===== src/sv/gsd_pkg.sv =====
// Shared types and constants for the graphic segment deframer.
// Used by gsd_front, gsd_queue, gsd_back and the top level; no dependencies.
package gsd_pkg;

  localparam int unsigned HeaderBytes = 13;
  localparam int unsigned PosW        = 17;
  localparam int unsigned LenW        = 16;
  localparam int unsigned TimeW       = 32;
  localparam int unsigned KindW       = 3;
  localparam int unsigned StatusW     = 2;
  localparam int unsigned OutDataW    = 112;
  localparam int unsigned OutUserW    = 4;

  localparam logic [7:0] MagicP    = 8'h50;
  localparam logic [7:0] MagicG    = 8'h47;
  localparam logic [7:0] TypePal   = 8'h14;
  localparam logic [7:0] TypeObj   = 8'h15;
  localparam logic [7:0] TypeComp  = 8'h16;
  localparam logic [7:0] TypeWin   = 8'h17;
  localparam logic [7:0] TypeEnd   = 8'h80;

  // header byte offsets
  localparam logic [PosW-1:0] PosMagicP   = 17'd0;
  localparam logic [PosW-1:0] PosMagicG   = 17'd1;
  localparam logic [PosW-1:0] PosPresLast = 17'd5;
  localparam logic [PosW-1:0] PosDecLast  = 17'd9;
  localparam logic [PosW-1:0] PosType     = 17'd10;
  localparam logic [PosW-1:0] PosHdrLast  = PosW'(HeaderBytes - 1);
  localparam logic [PosW-1:0] PosHdrEnd   = PosW'(HeaderBytes);

  typedef enum logic [KindW-1:0] {
    KIND_PALETTE = 3'd0,
    KIND_OBJECT  = 3'd1,
    KIND_COMP    = 3'd2,
    KIND_WINDOW  = 3'd3,
    KIND_END     = 3'd4,
    KIND_OTHER   = 3'd5
  } gsd_kind_e;

  typedef enum logic [StatusW-1:0] {
    ST_OK        = 2'd0,
    ST_BAD_MAGIC = 2'd1,
    ST_TRUNC     = 2'd2
  } gsd_status_e;

  // what the back end does with its captured header fields
  typedef enum logic [2:0] {
    OP_NONE  = 3'd0,
    OP_CLEAR = 3'd1,
    OP_PRES  = 3'd2,
    OP_DEC   = 3'd3,
    OP_KIND  = 3'd4
  } gsd_op_e;

  typedef struct packed {
    gsd_op_e          op;
    logic [7:0]       data;
    logic             last;
    logic             payload;
    logic             seg_end;
    gsd_status_e      status;
    logic [PosW-1:0]  offset;
    logic [LenW-1:0]  length;
  } gsd_item_t;

  function automatic gsd_kind_e kind_code(input logic [7:0] b);
    gsd_kind_e k;
    case (b)
      TypePal:  k = KIND_PALETTE;
      TypeObj:  k = KIND_OBJECT;
      TypeComp: k = KIND_COMP;
      TypeWin:  k = KIND_WINDOW;
      TypeEnd:  k = KIND_END;
      default:  k = KIND_OTHER;
    endcase
    return k;
  endfunction

endpackage


===== src/sv/gsd_front.sv =====
// Front end: tracks the place in the segment, checks the magic, captures the
// length and classifies each byte into a queue item. Depends on gsd_pkg.
module gsd_front (
  input  logic               clk_i,
  input  logic               rst_ni,
  input  logic               valid_i,
  input  logic [7:0]         data_i,
  input  logic               last_i,
  input  logic               room_i,
  output logic               push_o,
  output gsd_pkg::gsd_item_t item_o
);

  logic [gsd_pkg::PosW-1:0] pos_q, pos_d;
  logic [gsd_pkg::LenW-1:0] len_q, len_d;
  logic                     err_q, err_d;
  logic                     fire;
  logic                     seg_end;
  logic [gsd_pkg::PosW-1:0] end_pos;

  assign fire    = valid_i & room_i;
  assign push_o  = fire;
  assign end_pos = {1'b0, len_q} + gsd_pkg::PosHdrLast;

  always_comb begin
    pos_d          = pos_q;
    len_d          = len_q;
    err_d          = err_q;
    seg_end        = 1'b0;
    item_o.op      = gsd_pkg::OP_NONE;
    item_o.data    = data_i;
    item_o.last    = last_i;
    item_o.payload = 1'b0;
    item_o.seg_end = 1'b0;
    item_o.status  = gsd_pkg::ST_OK;
    item_o.offset  = '0;
    if (err_q) begin
      // dropping until buffer end
      item_o.status = gsd_pkg::ST_BAD_MAGIC;
    end else begin
      item_o.offset = pos_q;
      if (pos_q < gsd_pkg::PosHdrEnd) begin
        if (pos_q == gsd_pkg::PosMagicP) begin
          item_o.op = gsd_pkg::OP_CLEAR;
          len_d     = '0;
          if (data_i != gsd_pkg::MagicP) err_d = 1'b1;
        end else if (pos_q == gsd_pkg::PosMagicG) begin
          if (data_i != gsd_pkg::MagicG) err_d = 1'b1;
        end else if (pos_q <= gsd_pkg::PosPresLast) begin
          item_o.op = gsd_pkg::OP_PRES;
        end else if (pos_q <= gsd_pkg::PosDecLast) begin
          item_o.op = gsd_pkg::OP_DEC;
        end else if (pos_q == gsd_pkg::PosType) begin
          item_o.op = gsd_pkg::OP_KIND;
        end else begin
          len_d = {len_q[7:0], data_i};
          if (pos_q == gsd_pkg::PosHdrLast && len_d == '0) seg_end = 1'b1;
        end
      end else begin
        item_o.payload = 1'b1;
        if (pos_q >= end_pos) seg_end = 1'b1;
      end
      if (err_d) begin
        item_o.status = gsd_pkg::ST_BAD_MAGIC;
      end else begin
        item_o.seg_end = seg_end;
        pos_d = seg_end ? '0 : pos_q + 1'b1;
        if (last_i && !seg_end) item_o.status = gsd_pkg::ST_TRUNC;
      end
    end
    item_o.length = len_d;
    if (last_i) begin
      pos_d = '0;
      err_d = 1'b0;
    end
  end

  always_ff @(posedge clk_i or negedge rst_ni) begin
    if (!rst_ni) begin
      pos_q <= '0;
      len_q <= '0;
      err_q <= 1'b0;
    end else if (fire) begin
      pos_q <= pos_d;
      len_q <= len_d;
      err_q <= err_d;
    end
  end

endmodule


===== src/sv/gsd_queue.sv =====
// Two-entry queue of classified items between front and back end.
// Depends on gsd_pkg for the item type.
module gsd_queue (
  input  logic               clk_i,
  input  logic               rst_ni,
  input  logic               push_i,
  input  gsd_pkg::gsd_item_t item_i,
  output logic               room_o,
  input  logic               pop_i,
  output logic               avail_o,
  output gsd_pkg::gsd_item_t item_o
);

  gsd_pkg::gsd_item_t mem_q [2];
  logic               wr_ptr_q, rd_ptr_q;
  logic [1:0]         cnt_q;

  assign room_o  = (cnt_q != 2'd2);
  assign avail_o = (cnt_q != 2'd0);
  assign item_o  = mem_q[rd_ptr_q];

  always_ff @(posedge clk_i) begin
    if (push_i) mem_q[wr_ptr_q] <= item_i;
  end

  always_ff @(posedge clk_i or negedge rst_ni) begin
    if (!rst_ni) begin
      wr_ptr_q <= 1'b0;
      rd_ptr_q <= 1'b0;
      cnt_q    <= 2'd0;
    end else begin
      if (push_i) wr_ptr_q <= ~wr_ptr_q;
      if (pop_i)  rd_ptr_q <= ~rd_ptr_q;
      cnt_q <= cnt_q + {1'b0, push_i} - {1'b0, pop_i};
    end
  end

endmodule


===== src/sv/gsd_back.sv =====
// Back end: applies header captures (kind, times) and holds the result beat
// in an output register. Depends on gsd_pkg.
module gsd_back (
  input  logic                         clk_i,
  input  logic                         rst_ni,
  input  logic                         avail_i,
  input  gsd_pkg::gsd_item_t           item_i,
  output logic                         pop_o,
  output logic                         valid_o,
  input  logic                         ready_i,
  output gsd_pkg::gsd_item_t           res_o,
  output gsd_pkg::gsd_kind_e           kind_o,
  output logic [gsd_pkg::TimeW-1:0]    pres_o,
  output logic [gsd_pkg::TimeW-1:0]    dec_o
);

  gsd_pkg::gsd_kind_e            kind_q, kind_d;
  logic [gsd_pkg::TimeW-1:0]     pres_q, pres_d, dec_q, dec_d;
  logic                          valid_q;
  gsd_pkg::gsd_item_t            res_q;
  gsd_pkg::gsd_kind_e            okind_q;
  logic [gsd_pkg::TimeW-1:0]     opres_q, odec_q;

  assign pop_o = avail_i & (~valid_q | ready_i);

  always_comb begin
    kind_d = kind_q;
    pres_d = pres_q;
    dec_d  = dec_q;
    case (item_i.op)
      gsd_pkg::OP_CLEAR: begin
        kind_d = gsd_pkg::KIND_PALETTE;
        pres_d = '0;
        dec_d  = '0;
      end
      gsd_pkg::OP_PRES: pres_d = {pres_q[gsd_pkg::TimeW-9:0], item_i.data};
      gsd_pkg::OP_DEC:  dec_d  = {dec_q[gsd_pkg::TimeW-9:0], item_i.data};
      gsd_pkg::OP_KIND: kind_d = gsd_pkg::kind_code(item_i.data);
      default: ;
    endcase
  end

  always_ff @(posedge clk_i or negedge rst_ni) begin
    if (!rst_ni) begin
      kind_q  <= gsd_pkg::KIND_PALETTE;
      pres_q  <= '0;
      dec_q   <= '0;
      valid_q <= 1'b0;
    end else begin
      if (pop_o) begin
        kind_q  <= kind_d;
        pres_q  <= pres_d;
        dec_q   <= dec_d;
        valid_q <= 1'b1;
      end else if (ready_i) begin
        valid_q <= 1'b0;
      end
    end
  end

  always_ff @(posedge clk_i) begin
    if (pop_o) begin
      res_q   <= item_i;
      okind_q <= kind_d;
      opres_q <= pres_d;
      odec_q  <= dec_d;
    end
  end

  assign valid_o = valid_q;
  assign res_o   = res_q;
  assign kind_o  = okind_q;
  assign pres_o  = opres_q;
  assign dec_o   = odec_q;

endmodule


===== src/sv/graphic_segment_deframer.sv =====
// Top level of the presentation-graphic segment deframer.
// Instantiates gsd_front, gsd_queue and gsd_back; depends on gsd_pkg.
//
//   channel   dir  tdata                          tuser               tlast
//   s_axis    in   [7:0] byte                     -                   buffer end
//   m_axis    out  byte,pres,dec,len,ofs,end,st   is_payload,seg_kind buffer end
//
// One beat in and one beat out per cycle when both sides flow; each beat is
// registered in the queue and then in the output register.
// The front end's position/length update is the feedback loop that sets the rate.
// A two-beat queue plus the output register let the input keep flowing while
// m_axis_tready is low, until three beats are held.
// Reset clears position, error flag, captured header fields and all valids.
module graphic_segment_deframer (
  input  logic         clk_i,
  input  logic         rst_ni,
  input  logic         s_axis_tvalid,
  output logic         s_axis_tready,
  input  logic [7:0]   s_axis_tdata,   // [7:0] in_byte
  input  logic         s_axis_tlast,
  output logic         m_axis_tvalid,
  input  logic         m_axis_tready,
  // [7:0] out_byte, [39:8] pres_time, [71:40] dec_time, [87:72] seg_length,
  // [104:88] byte_offset, [105] seg_end, [107:106] status, [111:108] zero
  output logic [gsd_pkg::OutDataW-1:0] m_axis_tdata,
  output logic [gsd_pkg::OutUserW-1:0] m_axis_tuser,  // [0] is_payload, [3:1] seg_kind
  output logic         m_axis_tlast
);

  logic                          push, room, pop, avail;
  gsd_pkg::gsd_item_t            f_item, q_item, res;
  gsd_pkg::gsd_kind_e            kind;
  logic [gsd_pkg::TimeW-1:0]     pres, dec;

  gsd_front u_front (
    .clk_i   (clk_i),
    .rst_ni  (rst_ni),
    .valid_i (s_axis_tvalid),
    .data_i  (s_axis_tdata),
    .last_i  (s_axis_tlast),
    .room_i  (room),
    .push_o  (push),
    .item_o  (f_item)
  );

  gsd_queue u_queue (
    .clk_i   (clk_i),
    .rst_ni  (rst_ni),
    .push_i  (push),
    .item_i  (f_item),
    .room_o  (room),
    .pop_i   (pop),
    .avail_o (avail),
    .item_o  (q_item)
  );

  gsd_back u_back (
    .clk_i   (clk_i),
    .rst_ni  (rst_ni),
    .avail_i (avail),
    .item_i  (q_item),
    .pop_o   (pop),
    .valid_o (m_axis_tvalid),
    .ready_i (m_axis_tready),
    .res_o   (res),
    .kind_o  (kind),
    .pres_o  (pres),
    .dec_o   (dec)
  );

  assign s_axis_tready = room;
  assign m_axis_tdata  = {4'b0000, res.status, res.seg_end, res.offset, res.length,
                          dec, pres, res.data};
  assign m_axis_tuser  = {kind, res.payload};
  assign m_axis_tlast  = res.last;

  // dropped bytes are never payload nor segment ends
  a_drop_tag: assert property (@(posedge clk_i) disable iff (!rst_ni)
    m_axis_tvalid && res.status == gsd_pkg::ST_BAD_MAGIC |-> !res.payload && !res.seg_end)
    else $error("bad-magic beat tagged as payload or segment end");

  // a complete segment end is always ok
  a_end_ok: assert property (@(posedge clk_i) disable iff (!rst_ni)
    m_axis_tvalid && res.seg_end |-> res.status == gsd_pkg::ST_OK)
    else $error("segment end with non-ok status");

  // truncation only on the buffer's last byte
  a_trunc_last: assert property (@(posedge clk_i) disable iff (!rst_ni)
    m_axis_tvalid && res.status == gsd_pkg::ST_TRUNC |-> res.last)
    else $error("truncated status away from buffer end");

  // payload bytes lie beyond the header
  a_payload_ofs: assert property (@(posedge clk_i) disable iff (!rst_ni)
    m_axis_tvalid && res.payload |-> res.offset >= gsd_pkg::PosHdrEnd)
    else $error("payload beat inside header");

endmodule

===== config.mk =====
export PLATFORM = sky130hd
export DESIGN_NAME = graphic_segment_deframer
export DESIGN_NICKNAME = d
export VERILOG_FILES = /design/src/sv/gsd_pkg.sv /design/src/sv/gsd_front.sv /design/src/sv/gsd_queue.sv /design/src/sv/gsd_back.sv /design/src/sv/graphic_segment_deframer.sv
export SDC_FILE = /design/constraint.sdc
export NUM_CORES = 1
export LEC_CHECK = 0
export ABC_AREA = 1
export BUFFER_PORTS_ARGS = -buffer_cell sky130_fd_sc_hd__buf_2
export CAP_MARGIN = 25
export CORE_MARGIN = 5
export CORE_UTILIZATION = 30
export DETAILED_ROUTE_END_ITERATION = 8
export GPL_TIMING_DRIVEN = 0
export HOLD_SLACK_MARGIN = 0.05
export PLACE_DENSITY_LB_ADDON = 0.2
export REMOVE_ABC_BUFFERS = 1
export SYNTH_ARGS = -nofsm -noshare
export SYNTH_HDL_FRONTEND = slang
export SYNTH_HIERARCHICAL = 1
export SYNTH_SLANG_ARGS = --single-unit

===== constraint.sdc =====
create_clock -name clk_i -period 4.05 [get_ports clk_i]
set_input_delay 0.81 -clock clk_i [delete_from_list [all_inputs] [get_ports clk_i]]
set_output_delay 0.81 -clock clk_i [all_outputs]
set_load 0.03 [all_outputs]

### After elaboration in Yosys (flattened, before gate mapping)

Memories as Yosys holds them, arrays and structs flattened.
Index checks and enable logic that the tools add are counted.

* register bits: 219
* RAM bits: 98
* input port bits: 13
* memories kept: 1

Memories
* u_queue.mem_q: words 2, width 49, rd ports 1, clocked after memory_dff 0, wr ports 1, RTL line gsd_queue.sv:14 `gsd_pkg::gsd_item_t mem_q [2];`

* add/subtract/negate cells: 4
* order comparisons: 4
* equality and inequality tests: 17
* muxes and demuxes: 50
* bitwise operators: 6
* reductions and logical operators: 8

Operators by type and width (count)
* $pmux W32 S2: 2
* $mux W16: 7
* $mux W17: 5
* $eq A17 B4 Y1 const B: 2
* $eq A8 B5 Y1 const B: 4
* $mux W1: 23
* $mux W3: 7
* $add A16 B4 Y17 const B: 1
* $add A17 B1 Y17 const B: 1
* $eq A17 B1 Y1 const B: 1
* $ge A17 B17 Y1: 1
* $le A17 B3 Y1 const B: 1
* $le A17 B4 Y1 const B: 1
* $logic_not A17 Y1: 1
* $lt A17 B4 Y1 const B: 1
* $logic_not A16 Y1: 1
* $ne A8 B7 Y1 const B: 2
* $pmux W3 S5: 1
* $eq A8 B8 Y1 const B: 1
* $mux W2: 4
* $eq A3 B2 Y1 const B: 2
* $ne A2 B2 Y1 const B: 3
* $pmux W3 S2: 1
* $reduce_bool A2 Y1: 2
* 10 further kinds: 14

### Longest topological paths before layout

Gate-level depths: netlist (run 1).

* depth in word-level cells: 15
* depth in mapped cells: 22
* mapped depth without buffers: 21

### Cells and area by module

The synthesis (run 1) kept the hierarchy.

By module, submodules not included
* gsd_back: instances 1, cells each 519, area an instance 7153.1 sq um
* gsd_queue: instances 1, cells each 281, area an instance 3921.3 sq um
* gsd_front: instances 1, cells each 580, area an instance 3661.0 sq um
* graphic_segment_deframer: instances 1, cells each 5, area an instance 33.8 sq um

### Least setup slack after synthesis (run 1)

No wires, ideal clock.

* path type: input port to flip-flop
* start point: input port s_axis_tvalid
* end point: memory u_queue/mem_q[0][0] (netlist name) (enable)
* library setup time: 456 ps
* arrival: 3474 ps
* path slack: 120 ps
* stages: 5
* path buffers: 1
* cells stage by stage: nand2_1 > inv_2 > buf_2 > inv_1 > nor2_1

* word-level cells in the longest chain between the ends: 3

RTL lines
* from (decl): RTL line graphic_segment_deframer.sv:17 `input logic s_axis_tvalid,`
* $and A1 B1 Y1: RTL line gsd_front.sv:21 `assign fire = valid_i & room_i;`
* named net push: RTL line graphic_segment_deframer.sv:30 `logic push, room, pop, avail;`
* $mux W1: RTL line gsd_queue.sv:23 `if (push_i) mem_q[wr_ptr_q] <= item_i;`
* $mux W1 (implied by the code): RTL line gsd_queue.sv:23
* to (decl): RTL line gsd_queue.sv:14

The timed path passes the listed nets, and every way through them passes these cells.

==> reports/metrics.yaml, run 1 <==
layout-drive-gt1-share_pct: 21.4
dr_total_vias: 9611
worstReg2RegEnd: "u_queue/mem_q[0][34]$_DFFE_PP_"
cp-end-kind: "register"
synthCells: 1382
fp.dieH_um: 231
mean_post_synth_cell_area_sq_um: 10.6
clk_pin_slew_worst_setup_hold_paths_ns: 0.05
worst_slew_margin_rel_pct: 33.0
finalSetupTns_ns: 0
first_pass_grt_wire_length_um: 53300
synth.cell_area_sq_mm: 0.0147
postCtsSetupBuffers: 0
report.power.total_mw: 13.5
drtPass1Iterations: 4
postRouteWirelength_um: 33400
global_route.overflow_total: 0
path_buf_inv: 2
clkSinkCount: 317
worst-r2r-cell-count: 21
io_pins: 132
required_ns: 4.41
cellLeakagePower_nw: 7.28
gp_congestion: 0.791
critical-path-top-cell-by-count: "sky130_fd_sc_hd__nand2_1"
timing.critical_path.max_delay_family: "simple AND/OR/NAND/NOR gates"
vias_per_cell: 4.47
dp.final_hpwl_um: 22100
setup_viol: 0
average_wire_per_standard_cell_um: 15.5
tritoncts: "built"
die_width_um: 231
synth-warning-count: 6
crit_start: "u_front/len_q[2]$_DFFE_PN0P_"
worst_stage_delay_on_the_critical_path_ns: 0.40
min-delay-path-class: "primary input to async pin"
max_clock_freq_ghz: 0.279
grt_usage_pct: 12.4
min_period_over_period_pct: 88.4
worstReg2RegStart: "u_front/len_q[2]$_DFFE_PN0P_"
drt-initial-drc-count: 581
register_area_sq_mm: 0.00899
report.final.slew_viol_count: 0
outcome: "finished clean"
finalHoldViolCount: 0
final.setup_skew_ns: 0.0224
max_capacitance_violation_count: 0
grt_setup_unrepaired: "false"
critical_path_arrival_ns: 3.95
ctsResizeCount: 0
clockRootBuffer: "sky130_fd_sc_hd__clkbuf_16"
post_route_drc_violation_count: 0
floorplan.initialDensity_pct: 30.2
grt_start_max_net_pins: 134
syn_to_final_growth_pct: 17.0
worst-setup-path-type: "register to register"
worst_pin_slew_ns: 1.00
critical_path_peak_fanout: 18
placeableCoreArea_sq_mm: 0.0486
power_density_mw_per_mm2: 786
timing.reg2reg.setup_slack_ns: 0.47
post-route-min-period_ns: 3.58
rows: 81
worst_hold_margin_ns: 0.218
first_global_vias: 9524
final_nets: 1530
clock_latency_on_the_worst_skew_pair_ns: 0.56
crit_slowest_cell: "sky130_fd_sc_hd__dfrtp_1"
htree_levels: 2
die-area_sq_mm: 0.0535
crit_path_cell_trace: "inv_1 > ha_1 > inv_1 > nand2_1 > nor2_1 > nand3_1 > nor2_1 > nand2_1 > nor3_1 > nand2_1 > xor2_1 > ha_1 > nand2_1 > nand2_1 > nand2_1 > nand2_1 > a21oi_1 > nand4_1 > nand2_1 > nand2_2 > nor3_1"
ctsLongestPathBuffers: 3
io_port_bufs: 127
ant_nets: 0
cts_inserted_buffers: 40
n_fill_cell: 4867
worst_setup_path_start_kind: "register"
cts.hold.buffers_added: 0
multi_input_comb_area_sq_mm: 0.00444
max-vdd-ir-drop_mv: 0.378
grt_antenna_before_repair: 4
-- worst register-to-register path: cells and delay by family, from the launching register on --
family	cells	cell delay (ns)
and+or+nand+nor	15	1.99
adders and majority gates	2	0.53
DFF	1	0.40
buffers and inverters	2	0.19
AOI/OAI and AO/OA	1	0.16
xor gates and xnor gates	1	0.15
-- per-layer routing --
layer / GRT usage [%] / share of wire (%)
met1: 16.5 / 46
met2: 20.2 / 47
met3: 3.28 / 5.2
met4: 3.19 / 2.1
met5: 0 / 0.039
-- state kept, by name (all words and copies together), names as in the netlist --
signal,flops
u_queue/mem_q,98
u_front/pos_q,17
u_back/dec_q,32
u_back/kind_q,3
u_back/pres_o,32
u_queue/cnt_q,2
u_back/kind_o,3
u_back/pres_q,32
u_front/len_q,16
u_queue/wr_ptr_q,1
u_back/valid_o,1
u_back/res_o,46
u_back/dec_o,32
u_front/err_q,1
u_queue/rd_ptr_q,1
-- worst max path at each step --
stage	to	slack, ns	depth (start not counted)
6_report	u_queue/mem_q[0][34]$_DFFE_PP_	0.47	21
5_1_grt	u_queue/mem_q[0][34]$_DFFE_PP_	0.03	21
4_1_cts	u_back/pres_o[20]$_DFFE_PP_	0.40	6
3_5_place_dp	u_back/pres_o[20]$_DFFE_PP_	0.38	6
3_3_place_gp	u_queue/cnt_q[1]$_DFF_PN0_	-4.34	11
2_1_floorplan	u_queue/cnt_q[1]$_DFF_PN0_	-1.99	10
-- where the power goes --
part           total (mW)  switching (mW)  internal, mW
clock network        3.58            1.41          2.17
registers            5.35           0.426          4.92
logic                4.56            3.39          1.17
total                13.5            5.23          8.26
-- metrics by stage --
stage	area, sq um	setup slack [ns]	util, %	std cells
after floorplan	14200	-1.99	-	1316
after global placement	15600	-4.34	32.1	2065
after detailed placement	15800	0.379	32.5	2073
after CTS	17200	0.397	35.3	2147
after global routing	17200	0.0298	35.3	2147
final	17200	0.468	35.3	2148
-- layout make-up --
class	count	share of cell area, %
Sequential cell	317	52.4
Multi-Input combinational cell	790	25.9
Clock buffer	54	6.37
Timing Repair Buffer	135	4.80
Inverter	209	4.61
Tap cell	622	4.53
Clock inverter	20	1.41
Antenna cell	1	0.0146
-- placed cells by master, fill, tap and decap left out, drive strengths merged, types with 2 or more instances in the layout --
| master | count |
|---|---|
| o22ai | 64 |
| nor2 | 79 |
| dfrtp | 106 |
| edfxtp | 211 |
| xor2 | 24 |
| clkinv | 15 |
| nand3b | 2 |
| nor3 | 8 |
| nand2 | 361 |
| clkbuf | 54 |
| nand4 | 25 |
| bufinv | 4 |
| inv | 209 |
| and3 | 2 |
| o21ai | 136 |
| ha | 24 |
| conb | 4 |
| buf | 135 |
| nand3 | 47 |
| a21oi | 8 |
Power figures use the tool's default switching activity.
==> inputs of run 2 (changes only) <==
--- a/config.mk
+++ b/config.mk
@@ -8,6 +8,7 @@
 export ABC_AREA = 1
 export BUFFER_PORTS_ARGS = -buffer_cell sky130_fd_sc_hd__buf_2
 export CAP_MARGIN = 25
+export CORE_ASPECT_RATIO = 0.8
 export CORE_MARGIN = 5
 export CORE_UTILIZATION = 30
 export DETAILED_ROUTE_END_ITERATION = 8
==> run 2 against run 1 <==
Final cell count is the same. Fmax grew 0.24%. Non-clock buffer count stayed put. Core utilization decreased by 0.064 points. Power shrank 2.4%. Wire length shrank 0.94%. Sequential share of layout area grew 0.39 points. Highest routed layer unchanged.
==> reports/metrics.yaml, run 2 (synthesis results as in run 1) <==
outcome: "finished clean"
layout-drive-gt1-share_pct: 20.9  # -0.56 points
io_port_bufs: 127  # unchanged
report.power.total_mw: 13.2  # -2.4%
clockRootBuffer: "sky130_fd_sc_hd__clkbuf_16"
tritoncts: "built"
die-area_sq_mm: 0.0535  # about the same
vias_per_cell: 4.41  # -1.5%
cts_inserted_buffers: 37  # -7.5%
report.final.slew_viol_count: 0  # unchanged
fp.dieH_um: 208  # -10%
post-route-util_pct: 35.2  # -0.064 points
floorplan.initialDensity_pct: 30.3  # +0.17 points
post-route-min-period_ns: 3.57  # -0.00854 ns
power_density_mw_per_mm2: 772  # -1.7%
syn_to_final_growth_pct: 16.1
worst_pin_slew_ns: 1.03  # +0.0325 ns
gp_congestion: 0.770  # -2.6%
max-vdd-ir-drop_mv: 0.519  # +37%
cellLeakagePower_nw: 7.20  # -1.1%
dp.final_hpwl_um: 21900  # -0.82%
grt_setup_unrepaired: "false"
timing.reg2reg.setup_slack_ns: 0.48  # about the same
final_nets: 1527  # -0.20%
grt_usage_pct: 12.4  # -0.013 points
grt_antenna_before_repair: 5  # +1
dr_total_vias: 9463  # -1.5%
finalHoldViolCount: 0  # unchanged
post_route_drc_violation_count: 0  # unchanged
clock_latency_on_the_worst_skew_pair_ns: 0.54  # -0.02 ns
post_layout_nonfiller_instances: 2148  # unchanged
final.setup_skew_ns: 0.0221  # -0.000273 ns
drt-initial-drc-count: 597  # +2.8%
max_clock_freq_ghz: 0.280  # +0.24%
die_width_um: 257  # +11%
ctsLongestPathBuffers: 3  # unchanged
htree_levels: 2  # unchanged
postCtsSetupBuffers: 0  # unchanged
grt_start_max_net_pins: 159  # +19%
worst_setup_path_start_kind: "register"
mostFrequentLayoutCell: "sky130_fd_sc_hd__nand2_1"
global_route.usage.met1_pct: 18.3  # +1.8 points
grt_most_used_layer: "met1"
clk_pin_slew_worst_setup_hold_paths_ns: 0.06  # about the same
first_pass_grt_wire_length_um: 53600  # +0.62%
average_wire_per_standard_cell_um: 15.4  # -0.94%
finalSetupTns_ns: 0  # unchanged
worst_hold_margin_ns: 0.145  # -0.0732 ns
grt_use_met3_pct: 2.87  # -0.41 points
ctsResizeCount: 0  # unchanged
postRouteWirelength_um: 33000  # -0.94%
cp-end-kind: "register"
ant_nets: 0  # unchanged
first_global_vias: 9278  # -2.6%
top_register_by_number_of_flip_flops: "u_queue/mem_q"
critical_path_arrival_ns: 3.97  # +0.02 ns
max_capacitance_violation_count: 0  # unchanged
global_route.overflow_total: 0  # unchanged
min-delay-path-class: "primary input to async pin"
worst-setup-path-type: "register to register"
rows: 72  # -11%
final_cell_mix: "335 x sky130_fd_sc_hd__nand2_1, 211 x sky130_fd_sc_hd__edfxtp_1, 198 x sky130_fd_sc_hd__inv_1"
worst_slew_margin_rel_pct: 30.8  # -2.2 points
io_pins: 132  # unchanged
clkSinkCount: 317  # unchanged
drtPass1Iterations: 5  # +1
critical_path_peak_fanout: 56  # +38
cts.hold.buffers_added: 0  # unchanged
min_period_over_period_pct: 88.2  # -0.21 points
required_ns: 4.45  # +0.04 ns
groute.layer.met2.usage_pct: 18.1  # -2.2 points
placeableCoreArea_sq_mm: 0.0484  # -0.56%
setup_viol: 0  # unchanged
max_ffs_per_register: 98  # unchanged
place_inst: 2080  # +0.34%
==> run 2: cell count changes in the layout (fill, tap and decap cells not counted), sizes merged <==
cell / delta
clkinvlp: +1
clkinv: -9
clkbuf: +4
bufinv: -2
inv: -1
==> run 2: final timing paths <==
| kind | from | endpoint | depth (start not counted) |
|---|---|---|---|
| max reg2reg | u_queue/rd_ptr_q$_DFFE_PN0P_ | u_back/pres_q[20]$_DFFE_PN0P_ | 9 |
| max | u_queue/rd_ptr_q$_DFFE_PN0P_ | u_back/pres_q[20]$_DFFE_PN0P_ | 9 |
| min in group clk_i | s_axis_tdata[2] | u_queue/mem_q[1][40]$_DFFE_PP_ | 1 |
| min reg2reg | u_back/kind_q[1]$_DFFE_PN0P_ | u_back/kind_q[1]$_DFFE_PN0P_ | 2 |
| max in group asynchronous | rst_ni | u_queue/rd_ptr_q$_DFFE_PN0P_ | 2 |
| min | rst_ni | u_back/dec_q[3]$_DFFE_PN0P_ | 1 |
==> run 2: routing by layer <==
| metal | up-vias | part of all wire, % |
|---|---|---|
| li1 | 4777 | - |
| met1 | 4480 | 50 |
| met2 | 155 | 43 |
| met3 | 47 | 4.9 |
| met4 | 4 | 2.0 |
| met5 | - | 0.048 |
==> run 2: report_power, final <==
part | switching [mW] | total (mW) | internal, mW | leakage (nW)
clock network | 1.31 | 3.26 | 1.95 | 0.566
logic | 3.39 | 4.56 | 1.17 | 3.14
registers | 0.419 | 5.34 | 4.92 | 3.49
==> run 2: cell type report <==
| type | count | area (sq um) |
|---|---|---|
| Antenna cell | 1 | 2.50 |
| Clock buffer | 58 | 1070 |
| Clock inverter | 9 | 124 |
| Fill cell | 4762 | 31300 |
| Inverter | 209 | 792 |
| Multi-Input combinational cell | 790 | 4450 |
| Sequential cell | 317 | 8990 |
| Tap cell | 629 | 787 |
| Timing Repair Buffer | 135 | 825 |
==> run 2: metrics by stage <==
stage,worst slack (ns),instance area (sq um)
after floorplan,-1.99,14200
after CTS,0.348,17000
after global routing,0.0561,17000
final,0.477,17000
after global placement,-4.38,15600
after detailed placement,0.295,15800
==> run 2: critical path, stage by stage, from the launching register on <==
cell and delay (ns):
sky130_fd_sc_hd__dfrtp_4 0.76, sky130_fd_sc_hd__buf_12 0.30, sky130_fd_sc_hd__o21ai_0 0.25, sky130_fd_sc_hd__nor2_4 0.55, sky130_fd_sc_hd__buf_12 0.27, sky130_fd_sc_hd__nand2_2 0.11, sky130_fd_sc_hd__nand2_2 0.75, sky130_fd_sc_hd__o22ai_1 0.23
sky130_fd_sc_hd__nand2_1 0.11, sky130_fd_sc_hd__o21ai_0 0.08
==> inputs of run 3 (changes only) <==
--- a/config.mk
+++ b/config.mk
@@ -12,7 +12,6 @@
 export CORE_MARGIN = 5
 export CORE_UTILIZATION = 30
 export DETAILED_ROUTE_END_ITERATION = 8
-export GPL_TIMING_DRIVEN = 0
 export HOLD_SLACK_MARGIN = 0.05
 export PLACE_DENSITY_LB_ADDON = 0.2
 export REMOVE_ABC_BUFFERS = 1
==> run 3 against run 2 <==
Global-route usage is 0.061 points lower. Clock power is 6% higher. Final cell count is 0.33% higher. Hold slack better by 0.21 ns. Sequential power is 1% lower. Register-to-register slack hardly changed. First-iteration DRC count is 13% higher. Sequential share of layout area is 0.10 points lower. Non-clock buffer count is 4 higher. Critical path type unchanged. Highest routed layer unchanged.
==> reports/metrics.yaml, run 3 (synthesis results as in run 1) <==
outcome: "finished clean"
gp_congestion: 0.825  # +7.1%
crit_start: "u_front/len_q[2]$_DFFE_PN0P_"
timing.critical_path.max_delay_family: "simple AND/OR/NAND/NOR gates"
pwr-share-comb_pct: 34.5  # -0.2 points
worst_setup_path_start_kind: "register"
tritoncts: "built"
placeableCoreArea_sq_mm: 0.0484  # unchanged
crit_slowest_cell: "sky130_fd_sc_hd__dfrtp_1"
post_route_drc_violation_count: 0  # unchanged
n_fill_cell: 4813  # +1.1%
max_clock_freq_ghz: 0.280  # about the same
max_ffs_per_register: 98  # unchanged
postRouteWirelength_um: 33400  # +0.96%
first_pass_grt_wire_length_um: 53600  # about the same
path_buf_inv: 2  # unchanged
grt_setup_unrepaired: "false"
report.final.slew_viol_count: 0  # unchanged
ant_nets: 0  # unchanged
clkPwrFrac_pct: 25.9  # +1.1 points
cellInternalPower_mw: 8.12  # +1.1%
critical_path_arrival_ns: 3.83  # -0.14 ns
drtPass1Iterations: 5  # unchanged
fp.dieH_um: 208  # unchanged
grt_usage_pct: 12.3  # -0.061 points
clock_latency_on_the_worst_skew_pair_ns: 0.55  # about the same
cts_inserted_buffers: 38  # +2.7%
clk_pin_slew_worst_setup_hold_paths_ns: 0.06  # about the same
power_density_mw_per_mm2: 779  # +0.94%
worst-setup-path-type: "register to register"
required_ns: 4.31  # -0.14 ns
finalHoldViolCount: 0  # unchanged
cp-end-kind: "register"
timing.reg2reg.setup_slack_ns: 0.48  # about the same
clkSinkCount: 317  # unchanged
post-route-min-period_ns: 3.57  # -0.00182 ns
die-area_sq_mm: 0.0535  # unchanged
io_port_bufs: 127  # unchanged
min-delay-path-class: "primary input to async pin"
placement.setup.worst_slack_ns: 0.517  # +0.222 ns
critical_path_peak_fanout: 18  # -68%
clockRootBuffer: "sky130_fd_sc_hd__clkbuf_16"
postCtsSetupBuffers: 0  # unchanged
grt_antenna_before_repair: 4  # -1
worst_slew_margin_rel_pct: 29.7  # -1.2 points
placedInstanceArea_sq_mm: 0.0158  # -0.31%
max-vdd-ir-drop_mv: 0.420  # -19%
layout-drive-gt1-share_pct: 21.7  # +0.82 points
final_design_area_no_fill_sq_mm: 0.0171  # +0.16%
max_capacitance_violation_count: 0  # unchanged
htree_levels: 2  # unchanged
worst-r2r-cell-count: 21  # +12
io_pins: 132  # unchanged
crit_path_cell_trace: "inv_1 > ha_1 > inv_1 > nand2_1 > nor2_1 > nand3_1 > nor2_1 > nand2_1 > nor3_1 > nand2_1 > xor2_1 > ha_1 > nand2_1 > nor2_1 > nand2_1 > nor2_1 > nand2_1 > nand4_1 > nand2_1 > nand2_2 > nor3_1"
worstReg2RegEnd: "u_queue/mem_q[0][34]$_DFFE_PP_"
final_nets: 1532  # +0.33%
ctsLongestPathBuffers: 3  # unchanged
dr_total_vias: 9566  # +1.1%
vias_per_cell: 4.44  # +0.76%
worst_pin_slew_ns: 1.05  # +0.0174 ns
floorplan.initialDensity_pct: 30.3  # unchanged
sequential_cell_fraction_of_total_power_pct: 39.6  # -1.0 points
worstReg2RegStart: "u_front/len_q[2]$_DFFE_PN0P_"
final_cell_mix: "335 x sky130_fd_sc_hd__nand2_1, 211 x sky130_fd_sc_hd__edfxtp_1, 198 x sky130_fd_sc_hd__inv_1"
average_wire_per_standard_cell_um: 15.5  # +0.63%
post-route-util_pct: 35.3  # +0.057 points
min_period_over_period_pct: 88.2  # about the same
drt-initial-drc-count: 672  # +13%
worst_stage_delay_on_the_critical_path_ns: 0.39  # -0.37 ns
syn_to_final_growth_pct: 16.3
setup_viol: 0  # unchanged
cts.hold.buffers_added: 0  # unchanged
swShare_pct: 39.0  # about the same
grt_start_max_net_pins: 103  # -35%
global_route.overflow_total: 0  # unchanged
mostFrequentLayoutCell: "sky130_fd_sc_hd__nand2_1"
rows: 72  # unchanged
critical-path-top-cell-by-count: "sky130_fd_sc_hd__nand2_1"
netSwitchingPower_mw: 5.19  # +1.2%
final.setup_skew_ns: 0.0231  # +0.000974 ns
top_register_by_number_of_flip_flops: "u_queue/mem_q"
dp.final_hpwl_um: 22100  # +0.79%
first_global_vias: 9465  # +2.0%
ctsResizeCount: 0  # unchanged
die_width_um: 257  # unchanged
setup_ws_ns: 0.479  # +0.00182 ns
cellLeakagePower_nw: 7.25  # +0.69%
==> run 3: cell type report <==
cell class | instances | area (sq um) | share of cell area (%)
antenna | 1 | 2.50 | 0.0147
clock buffer | 45 | 1020 | 5.97
clock inverter | 25 | 258 | 1.51
inverter | 209 | 792 | 4.64
multi-input combinational | 790 | 4440 | 26.0
sequential | 317 | 8990 | 52.7
tap | 629 | 787 | 4.61
timing repair buffer | 139 | 778 | 4.56
==> run 3: routing by layer <==
layer / track usage [%] / share of wire (%) / wire (um) / vias up
met2: 18.2 / 43 / 14200 / 156
met4: 3.09 / 2.0 / 652 / 4
met5: 0 / 0.10 / 34 / -
met3: 3.33 / 5.1 / 1710 / 61
li1: - / - / - / 4799
met1: 18.0 / 50 / 16800 / 4546
==> run 3: power groups by stage <==
stage / combinational, mW / clock (mW) / sequential (mW)
final: 4.58 / 3.45 / 5.27
after global routing: 5.01 / 3.73 / 5.39
after CTS: 4.68 / 3.60 / 5.31
after detailed placement: 4.67 / 0 / 5.36
after global placement: 4.64 / 0 / 5.35
after floorplan: 1.96 / 0 / 6.67
==> run 3: through the flow <==
stage / hold WS, ns / power (mW) / TNS [ns] / instances
final: 0.359 / 13.3 / 0 / 2155
after global routing: 0.411 / 14.1 / 0 / 2154
after CTS: 0.369 / 13.6 / 0 / 2154
after detailed placement: 0.470 / 10.0 / 0 / 2084
after global placement: 0.465 / 9.99 / 0 / 2084
after floorplan: 0.450 / 8.64 / -291.16 / 1316
==> run 3: how the worst max path moves through the flow <==
stage                                          end  depth (start not counted)
floorplan               u_queue/cnt_q[1]$_DFF_PN0_                         10
global placement    u_queue/mem_q[0][34]$_DFFE_PP_                         21
detailed placement  u_queue/mem_q[0][34]$_DFFE_PP_                         21
CTS                 u_queue/mem_q[0][34]$_DFFE_PP_                         21
global route        u_queue/mem_q[0][34]$_DFFE_PP_                         21
finish              u_queue/mem_q[0][34]$_DFFE_PP_                         21
